===== config.mk =====
export PLATFORM = sky130hd
export DESIGN_NAME = golden_section_minimizer
export DESIGN_NICKNAME = d
export VERILOG_FILES = /design/src/sv/gss_pkg.sv /design/src/sv/golden_section_minimizer.sv /design/src/sv/gss_gold_offset.sv
export SDC_FILE = /design/constraint.sdc
export NUM_CORES = 2
export LEC_CHECK = 0
export BUFFER_PORTS_ARGS = -buffer_cell sky130_fd_sc_hd__buf_4
export CAP_MARGIN = 20
export CORE_ASPECT_RATIO = 1.25
export CORE_MARGIN = 5
export CORE_UTILIZATION = 60
export CTS_CLUSTER_SIZE = 40
export DETAILED_ROUTE_END_ITERATION = 7
export PLACE_DENSITY = 0.77
export SYNTH_ARGS = -nofsm -noshare
export SYNTH_HDL_FRONTEND = slang
export SYNTH_SLANG_ARGS = --single-unit

===== constraint.sdc =====
create_clock -name clk -period 46.9 [get_ports clk]
set_clock_uncertainty 0.15 [all_clocks]
set_input_delay 0 -clock clk [delete_from_list [all_inputs] [get_ports clk]]
set_output_delay 0 -clock clk [all_outputs]
set_load 0.02 [all_outputs]

===== src/sv/gss_pkg.sv =====
`default_nettype none

package gss_pkg;

  // Golden factor 0.618033988749895 as an unsigned Q0.32 constant
  localparam logic [31:0] GOLD_Q32 = 32'd2654435769;
  localparam logic [31:0] ROUND_HALF_Q32 = 32'h8000_0000;

  // Input transaction kinds (in_tuser bit 0)
  localparam logic ACT_START = 1'b0;
  localparam logic ACT_VALUE = 1'b1;

  // Configuration register indexes
  localparam logic REG_TOLERANCE  = 1'b0;
  localparam logic REG_ITER_LIMIT = 1'b1;

  localparam int TOL_W   = 31;
  localparam int LIMIT_W = 8;

  localparam logic [TOL_W-1:0]   TOL_RESET   = 31'd66;
  localparam logic [LIMIT_W-1:0] LIMIT_RESET = 8'd100;

  typedef enum logic [3:0] {
    PH_IDLE   = 4'b0001,
    PH_FIRST  = 4'b0010,
    PH_SECOND = 4'b0100,
    PH_STEP   = 4'b1000
  } phase_t;

endpackage

`default_nettype wire


===== src/sv/golden_section_minimizer.sv =====
`default_nettype none

// Channel  Dir  Fields (lowest bit first)
// in_      in   tdata: lower_bound, upper_bound, func_value; tuser: action, value_is_nan
// out_     out  tdata: point; tuser: is_final
// cfg_     in   index 0 tolerance (31 b), index 1 iteration_limit (8 b)
//
// Every input transaction yields exactly one result transaction, registered in
// the cycle after acceptance. A new transaction is accepted every cycle while
// in_tready is high; the path from the search state through two constant
// golden-ratio multipliers, the value compare and the probe select sets the
// clock. in_tready drops only while a result is held and out_tready is low.
// Synchronous reset on rst_n low clears the search state and loads register defaults.

module golden_section_minimizer
  import gss_pkg::*;
#(
  parameter int COORD_WIDTH = 32,
  parameter int COUNT_WIDTH = 8
) (
  input  wire logic                                         clk,
  input  wire logic                                         rst_n,
  input  wire logic                                         in_tvalid,
  output logic                                              in_tready,
  // lower_bound, upper_bound, func_value
  input  wire logic [((3*COORD_WIDTH+7)/8)*8-1:0]           in_tdata,
  // action, value_is_nan
  input  wire logic [1:0]                                   in_tuser,
  output logic                                              out_tvalid,
  input  wire logic                                         out_tready,
  // point
  output logic [((COORD_WIDTH+7)/8)*8-1:0]                  out_tdata,
  // is_final
  output logic                                              out_tuser,
  input  wire logic                                         cfg_wr_en,
  input  wire logic                                         cfg_addr,
  input  wire logic [TOL_W-1:0]                             cfg_wdata
);

  localparam int W       = COORD_WIDTH;
  localparam int OUT_W   = ((COORD_WIDTH + 7) / 8) * 8;
  localparam int CMP_W   = ((W + 1 > TOL_W + 2) ? W + 1 : TOL_W + 2) + 1;
  localparam int LIM_W   = (COUNT_WIDTH > LIMIT_W) ? COUNT_WIDTH : LIMIT_W;
  localparam logic signed [W-1:0] LARGEST = {1'b0, {(W-1){1'b1}}};

  // Configuration registers
  logic [TOL_W-1:0]   tol_r;
  logic [LIMIT_W-1:0] lim_r;

  // Search state
  logic signed [W-1:0] lo_r, lo_nxt;
  logic signed [W-1:0] hi_r, hi_nxt;
  logic signed [W-1:0] il_r, il_nxt;
  logic signed [W-1:0] ih_r, ih_nxt;
  logic signed [W-1:0] best_r, best_nxt;
  logic                kept_r, kept_nxt;
  logic [COUNT_WIDTH-1:0] step_r, step_nxt;
  phase_t              phase_r, phase_nxt;

  // Result register
  logic                out_valid_r;
  logic signed [W-1:0] point_r, point_nxt;
  logic                final_r, final_nxt;

  // Unpacked input fields
  logic                in_fire;
  logic                action;
  logic                is_nan;
  logic signed [W-1:0] lower_bound, upper_bound, func_value, value;

  // Datapath
  logic signed [W-1:0] mul_a_lo, mul_a_hi;
  logic signed [W:0]   off_a, off_b;
  logic signed [W-1:0] fa, fb;
  logic                take_low;
  logic signed [W-1:0] lo_c, hi_c, surv_c, probe_c;
  logic signed [W:0]   diff_c, sum_c, sum_cur;
  logic [COUNT_WIDTH-1:0] step_c;
  logic                cont_c;

  assign in_tready = !out_valid_r || out_tready;
  assign in_fire   = in_tvalid && in_tready;

  assign action      = in_tuser[0];
  assign is_nan      = in_tuser[1];
  assign lower_bound = $signed(in_tdata[W-1:0]);
  assign upper_bound = $signed(in_tdata[2*W-1:W]);
  assign func_value  = $signed(in_tdata[3*W-1:2*W]);
  assign value       = is_nan ? LARGEST : func_value;

  // Multiplier A serves the start bounds or the low-kept interval (lo, ih);
  // multiplier B serves the high-kept interval (il, hi).
  assign mul_a_lo = (action == ACT_START) ? lower_bound : lo_r;
  assign mul_a_hi = (action == ACT_START) ? upper_bound : ih_r;

  gss_gold_offset #(.COORD_WIDTH(W)) u_off_a (
    .lo_i  (mul_a_lo),
    .hi_i  (mul_a_hi),
    .off_o (off_a)
  );

  gss_gold_offset #(.COORD_WIDTH(W)) u_off_b (
    .lo_i  (il_r),
    .hi_i  (hi_r),
    .off_o (off_b)
  );

  always_comb begin
    // fa is the value at inner_low, fb at inner_high
    if (phase_r == PH_STEP && !kept_r) begin
      fa = value;
      fb = best_r;
    end else begin
      fa = best_r;
      fb = value;
    end
    take_low = fa < fb;

    lo_c   = take_low ? lo_r : il_r;
    hi_c   = take_low ? ih_r : hi_r;
    surv_c = take_low ? il_r : ih_r;
    probe_c = take_low ?
              W'($signed({ih_r[W-1], ih_r}) - off_a) :
              W'($signed({il_r[W-1], il_r}) + off_b);

    if (phase_r == PH_STEP && step_r != {COUNT_WIDTH{1'b1}}) begin
      step_c = step_r + 1'b1;
    end else begin
      step_c = step_r;
    end

    diff_c  = $signed({hi_c[W-1], hi_c}) - $signed({lo_c[W-1], lo_c});
    sum_c   = $signed({hi_c[W-1], hi_c}) + $signed({lo_c[W-1], lo_c});
    sum_cur = $signed({hi_r[W-1], hi_r}) + $signed({lo_r[W-1], lo_r});

    // Continue while under the step limit and half-width above tolerance
    cont_c = (LIM_W'(step_c) < LIM_W'(lim_r)) &&
             ($signed({{(CMP_W-W-1){diff_c[W]}}, diff_c}) >
              $signed({{(CMP_W-TOL_W-1){1'b0}}, tol_r, 1'b0}));
  end

  always_comb begin
    lo_nxt    = lo_r;
    hi_nxt    = hi_r;
    il_nxt    = il_r;
    ih_nxt    = ih_r;
    best_nxt  = best_r;
    kept_nxt  = kept_r;
    step_nxt  = step_r;
    phase_nxt = phase_r;
    point_nxt = point_r;
    final_nxt = final_r;
    if (in_fire) begin
      if (action == ACT_START) begin
        // Drop any running search and issue the first probe
        lo_nxt    = lower_bound;
        hi_nxt    = upper_bound;
        il_nxt    = W'($signed({upper_bound[W-1], upper_bound}) - off_a);
        ih_nxt    = W'($signed({lower_bound[W-1], lower_bound}) + off_a);
        step_nxt  = '0;
        kept_nxt  = 1'b0;
        phase_nxt = PH_FIRST;
        point_nxt = W'($signed({upper_bound[W-1], upper_bound}) - off_a);
        final_nxt = 1'b0;
      end else begin
        unique case (phase_r)
          PH_FIRST: begin
            best_nxt  = value;
            phase_nxt = PH_SECOND;
            point_nxt = ih_r;
            final_nxt = 1'b0;
          end
          PH_SECOND, PH_STEP: begin
            lo_nxt   = lo_c;
            hi_nxt   = hi_c;
            best_nxt = take_low ? fa : fb;
            kept_nxt = !take_low;
            step_nxt = step_c;
            il_nxt   = surv_c;
            ih_nxt   = surv_c;
            if (cont_c) begin
              if (take_low) begin
                il_nxt = probe_c;
              end else begin
                ih_nxt = probe_c;
              end
              phase_nxt = PH_STEP;
              point_nxt = probe_c;
              final_nxt = 1'b0;
            end else begin
              phase_nxt = PH_IDLE;
              point_nxt = sum_c[W:1];
              final_nxt = 1'b1;
            end
          end
          default: begin
            // Value with no search running: report the stored midpoint
            point_nxt = sum_cur[W:1];
            final_nxt = 1'b1;
          end
        endcase
      end
    end
  end

  always_ff @(posedge clk) begin
    if (!rst_n) begin
      tol_r <= TOL_RESET;
      lim_r <= LIMIT_RESET;
    end else if (cfg_wr_en) begin
      unique case (cfg_addr)
        REG_TOLERANCE:  tol_r <= cfg_wdata;
        REG_ITER_LIMIT: lim_r <= cfg_wdata[LIMIT_W-1:0];
        default: ;
      endcase
    end
  end

  always_ff @(posedge clk) begin
    if (!rst_n) begin
      lo_r        <= '0;
      hi_r        <= '0;
      il_r        <= '0;
      ih_r        <= '0;
      best_r      <= '0;
      kept_r      <= 1'b0;
      step_r      <= '0;
      phase_r     <= PH_IDLE;
      out_valid_r <= 1'b0;
    end else begin
      lo_r    <= lo_nxt;
      hi_r    <= hi_nxt;
      il_r    <= il_nxt;
      ih_r    <= ih_nxt;
      best_r  <= best_nxt;
      kept_r  <= kept_nxt;
      step_r  <= step_nxt;
      phase_r <= phase_nxt;
      // Hold the result until taken; refill on every accepted transaction
      if (in_fire) begin
        out_valid_r <= 1'b1;
      end else if (out_tready) begin
        out_valid_r <= 1'b0;
      end
    end
  end

  always_ff @(posedge clk) begin
    point_r <= point_nxt;
    final_r <= final_nxt;
  end

  assign out_tvalid = out_valid_r;
  assign out_tdata  = OUT_W'($unsigned(point_r));
  assign out_tuser  = final_r;

endmodule

`default_nettype wire


===== src/sv/gss_gold_offset.sv =====
`default_nettype none

module gss_gold_offset
  import gss_pkg::*;
#(
  parameter int COORD_WIDTH = 32
) (
  input  wire logic signed [COORD_WIDTH-1:0] lo_i,
  input  wire logic signed [COORD_WIDTH-1:0] hi_i,
  output logic signed [COORD_WIDTH:0]        off_o
);

  localparam int DW = COORD_WIDTH + 1;
  localparam int PW = DW + 32;

  logic signed [DW-1:0] diff;
  logic [DW-1:0]        mag;
  logic [PW-1:0]        prod;
  logic [DW-1:0]        rnd;

  // (hi - lo) * golden factor on the magnitude, rounded half away from zero
  always_comb begin
    diff  = $signed({hi_i[COORD_WIDTH-1], hi_i}) - $signed({lo_i[COORD_WIDTH-1], lo_i});
    mag   = diff[DW-1] ? (~diff + 1'b1) : diff;
    prod  = PW'(mag) * PW'(GOLD_Q32) + PW'(ROUND_HALF_Q32);
    rnd   = prod[PW-1:32];
    off_o = diff[DW-1] ? $signed(~rnd + 1'b1) : $signed(rnd);
  end

endmodule

`default_nettype wire


Word-level counts from Yosys, hierarchy flattened

Cells that the tools add are included.

Bits in registers: 246
Word-level logic and storage cells: 103

Reductions and logical operators: 16
Bitwise operators: 5
Mux-type cells: 42
Equal/unequal tests: 6
$lt $le $gt $ge: 3
$add $sub $neg: 16
Multipliers: 2

Operators with widths:

| cell                   | count |
|---|---|
| $mux 32                | 26 |
| $add 64x32->64 const B | 2 |
| $mul 33x32->64 const B | 2 |
| $pmux 32 s2            | 2 |
| $sub 32x32->33         | 3 |
| $add 32x32->33         | 2 |
| $add 33x1->33 const B  | 2 |
| $mux 33                | 2 |
| $not 33->33            | 2 |
| $add 32x1->32 const B  | 2 |
| $add 32x32->32         | 2 |
| $not 32->32            | 2 |
| $sub 32x32->32         | 2 |
| $gt 33x33->1           | 1 |
| $lt 32x32->1           | 1 |
| $mux 8                 | 3 |
| $add 8x1->8 const B    | 1 |
| $lt 8x8->1             | 1 |
| $mux 4                 | 2 |
| $ne 8x8->1 const B     | 1 |
| $pmux 4 s2             | 1 |
| $reduce_and 2->1       | 4 |
| $mux 1                 | 5 |
| $eq 4x2->1 const B     | 1 |
| 12 further kinds       | 18 |

Depth between registers and ports, before layout

Depth after elaboration: 16
Mapped depth: 76
Gate-level depth less buffers: 74

Hierarchy

From an unflattened synthesis, not the netlist that was laid out.

Cells, all modules: 8900
Area, all modules: 75247.2 sq um

By module, submodules not included:

| module                    | area each (sq um) | cells each | instances |
|---|---|---|---|
| golden_section_minimizer  | 26515.4           | 3478       | 1 |
| gss_gold_offset (u_off_a) | 24414.7           | 2708       | 1 |
| gss_gold_offset (u_off_b) | 24317.1           | 2714       | 1 |

Worst setup path before layout

OpenSTA, ideal clock, no wires.

Kind: input to register
Start: in in_tuser[0]
End: reg point_r[30], in the netlist out_tdata[30], data pin
Stages: 71
Required time: 46570 ps
Arrival time: 16375 ps
Library setup time: 180 ps
Path slack: 30195 ps
Cell sequence: clkbuf_1 -> clkbuf_1 -> clkbuf_1 -> clkbuf_1 -> mux2i_1 -> ha_1 -> nor2b_1 -> o21ai_0 -> a21oi_1 -> o21a_1 -> o21ai_0 -> a21boi_0 -> o311a_1 -> o21ai_0 -> o21bai_1 -> a211o_1 -> a311o_1 -> or3_1 -> [35 not listed] -> a21oi_1 -> nor2b_1 -> o2111ai_1 -> nand2_1 -> a31o_2 -> maj3_1 -> a221oi_2 -> o221ai_1 -> a31oi_1 -> o31ai_1 -> and2_1 -> a2111oi_0 -> nor3_2 -> a221o_1 -> a21oi_1 -> xor2_1 -> mux2_2 -> o311ai_1

Longest elaborated chain between the ends: 15
Elaborated cells between the ends (all ways): 17

Ends and longest elaborated chain:

| what                       | RTL line                                                       | RTL |
|---|---|---|
| start: declaration         | golden_section_minimizer.sv:28                                 | `input wire logic [1:0] in_tuser,` |
| $mux 32 (on tied branches) | golden_section_minimizer.sv:94, golden_section_minimizer.sv:93 |  |
| $sub 32x32->33             | gss_gold_offset.sv:23                                          | `diff = $signed({hi_i[COORD_WIDTH-1], hi_i}) - $signed({lo_i[COORD_WIDTH-1], lo_i});` |
| $not 33->33                | gss_gold_offset.sv:24                                          | `mag = diff[DW-1] ? (~diff + 1'b1) : diff;` |
| $add 33x1->33              | gss_gold_offset.sv:24                                          |  |
| $mux 33                    | gss_gold_offset.sv:24                                          |  |
| $mul 33x32->64             | gss_gold_offset.sv:25                                          | `prod = PW'(mag) * PW'(GOLD_Q32) + PW'(ROUND_HALF_Q32);` |
| $add 64x32->64             | gss_gold_offset.sv:25                                          |  |
| $not 32->32                | gss_gold_offset.sv:27                                          | `off_o = diff[DW-1] ? $signed(~rnd + 1'b1) : $signed(rnd);` |
| $add 32x1->32              | gss_gold_offset.sv:27                                          |  |
| $mux 32                    | gss_gold_offset.sv:27                                          |  |
| $sub 32x32->32             | golden_section_minimizer.sv:123                                | `W'($signed({ih_r[W-1], ih_r}) - off_a) :` |
| $mux 32                    | golden_section_minimizer.sv:122                                | `probe_c = take_low ?` |
| $mux 32                    | golden_section_minimizer.sv:181                                | `if (cont_c) begin` |
| $pmux 32 s2                | golden_section_minimizer.sv:166                                | `unique case (phase_r)` |
| $mux 32 *                  | golden_section_minimizer.sv:154                                | `if (action == ACT_START) begin` |
| end signal: assignment     | golden_section_minimizer.sv:249                                | `point_r <= point_nxt;` |
| end: declaration           | golden_section_minimizer.sv:62                                 | `logic signed [W-1:0] point_r, point_nxt;` |

Mark *: on every way between the ends. The rest lies on a longest branch, timed or not.
A chain may end at the register's enable or synchronous reset.

Final worst setup path

Same ends and word-level chain as after synthesis.

==> flow_summary.json <==
{
  "cts_num_sinks": 246,
  "worstPathRequired_ps": 47110,
  "r2r_start": "il_r[0]",
  "cts_buffers": 34,
  "tightestPinTransition_ps": 1270,
  "insertion_delay_ps": 570,
  "grt_util_all_layers_pct": 39.3,
  "critPathMaxFanout": 75,
  "max_cap_violations": 0,
  "fin_crit_ps": 20700,
  "num_rows": 141,
  "die_w_um": 318,
  "crit_arrival_ps": 20910,
  "io_buffer_count": 169,
  "viasPerCell": 6.11,
  "hold_path_end": "best_r[31]",
  "path_clk_slew_ps": 60,
  "layout.nets": 11000,
  "synth.distinct_cells": 112,
  "clock.fmax_mhz": 48.3,
  "cts_tree": "built",
  "dr.pass1.iters": 6,
  "overflow": 0,
  "period_share_pct": 44.1,
  "outcome": "completed",
  "die_h_um": 395,
  "gp_congestion": 1.06,
  "slew_headroom_pct": 15.2,
  "cts_resized": 0,
  "synth_edf_count": 33,
  "rsz0062_at_grt": "false",
  "ff2ff_path_depth": 72,
  "grt_max_degree": 140,
  "cp-startpoint": "in_tuser[0]",
  "grt_pass1_vias": 65500,
  "utilization_pct": 65.7,
  "endpoint_kind": "flop",
  "fp.coreArea_um2": 118000,
  "vias": 63000,
  "drc_errors": 0,
  "hold_violations": 0,
  "area_growth_pct": 8.93,
  "drv_slew": 0,
  "clock_path_buffers": 3,
  "min_from": "in_tuser[1]",
  "hold_depth": 4,
  "ios": 170,
  "start_util_pct": 60.3,
  "synth.largest_area_cell": "fa_1",
  "crit_slowest_cell": "buf_4",
  "setup_tns_ps": 0,
  "startpoint_type": "primary input",
  "path_class": "primary input to flop",
  "reg2reg_setup_slack_ps": 26900,
  "final_common_cell": "inv_1",
  "antenna_found_initial": 14,
  "crit_top_cell": "inv_1",
  "synth-seq-area-share_pct": 7.37,
  "dpl.hpwl_mm": 207,
  "routed_wl_mm": 252,
  "slowest_delay_ps": 860,
  "htreeDepth": 2,
  "wl_per_cell_um": 24.5,
  "die_area_um2": 126000,
  "syn_avg_cell_area_um2": 8.45,
  "hold_class": "primary input to flop",
  "drt-initial-drc-count": 6207,
  "grt_pass1_wl_mm": 383,
  "cts_root_buf": "clkbuf_16",
  "syn_inst": 8436,
  "final_cell_mix": "1,787 x inv_1, 1,114 x ha_1, 1,006 x fa_1",
  "finalSetupViolCount": 0,
  "syn_nets": 10700,
  "synthTopCellsByArea": "fa_1 28%, ha_1 20%, inv_1 9.4%",
  "ys_async_sr_fraction_pct": 0,
  "synth_flop_cell": "dfxtp_1",
  "ant_nets": 0,
  "synth.top_cell.area_share_pct": 28.2,
  "yosys_register_bits": 246,
  "r2r-end": "out_tdata[31]",
  "synth_warnings": 0,
  "synth_area_um2": 71300,
  "drive_above_1_share_pct": 5.23
}
## worst max-delay path by stage
stage,cells after the start,endpoint
after floorplan,71,out_tdata[30]
after global routing,71,out_tdata[30]
final,71,out_tdata[30]
after CTS,71,out_tdata[30]
after global placement,70,out_tdata[30]
after detailed placement,70,out_tdata[30]
## worst max-delay path: cells and delay by family
family / cells / cell delay (ps)
AO/OA/AOI/OAI: 22 / 6200
buffers and inverters: 11 / 3040
adder cells (fa/ha/maj): 12 / 5450
multiplexers: 2 / 630
XOR/XNOR: 4 / 1250
AND/OR/NAND/NOR: 20 / 4110
## Yosys cell counts, types with 44 or more instances
library cell,count
xor2_1,132
dfxtp_1,213
o21a_1,57
or3_1,56
a21oi_1,464
nand2b_1,45
ha_1,1114
a221oi_1,46
nor3_1,105
clkbuf_1,207
and3_1,53
nor2b_1,49
fa_1,1006
o21bai_1,44
and2_1,48
a21o_1,108
a31oi_1,78
nand3_1,121
mux2i_1,62
nand2_1,605
o21ai_0,379
o211ai_1,60
a211oi_1,92
xnor2_1,319
nor2_1,538
inv_1,1788
## state kept, by name (all words and copies together), names as in the netlist
signal / cells
out_tvalid: 1
best_r: 32
kept_r: 1
lim_r: 8
out_tdata: 32
tol_r: 31
lo_r: 32
step_r: 8
out_tuser: 1
ih_r: 32
phase_r: 4
il_r: 32
hi_r: 32
## routing by layer
layer | GRT usage [%] | vias up | share of wire [%]
li1 | - | 28300 | -
met4 | 26.5 | 2 | 8.6
met2 | 63.3 | 3261 | 45
met5 | 0 | - | 0.0036
met3 | 7.16 | 896 | 9.0
met1 | 48.3 | 30600 | 37
## through the flow
stage	cell area (um2)	hold slack (ps)	setup slack, ps	cells
2_1_floorplan	71300	-20.5	30200	8436
3_5_place_dp	74500	92.6	26560	10000
3_3_place_gp	74500	89.1	26950	10000
5_1_grt	77700	75.3	25180	10300
4_1_cts	77600	1.61	26480	10300
6_report	77700	64.7	26200	10300
## final cells by class
| type | instances | area (um2) |
|---|---|---|
| diodes | 14 | 35.0 |
| clock buffers | 48 | 965 |
| clock inverters | 13 | 97.6 |
| fillers | 9698 | 40500 |
| inverters | 1792 | 6730 |
| multi-input cells | 6149 | 58500 |
| flip-flops and latches | 246 | 5260 |
| well taps | 1573 | 1970 |
| repair buffers | 477 | 4120 |
## kinds of logic after synthesis
kind of cell	Yosys count	share of synthesized area (%)
multiplexers	94	1.38
flip-flops	246	7.37
adder cells (fa/ha/maj)	2150	48.2
AO/OA/AOI/OAI	1669	15.0
XOR/XNOR	462	5.85
AND/OR/NAND/NOR	1774	11.4
buffers and inverters	2041	10.8
## repair_timing
action                                 CTS  global route
endpoints found under the hold margin  190             0
hold buffers                           200             0
setup buffers                            0             0
Power is not shown: default switching activity piles up to over one toggle a cycle in this logic, so the estimate is an artifact.
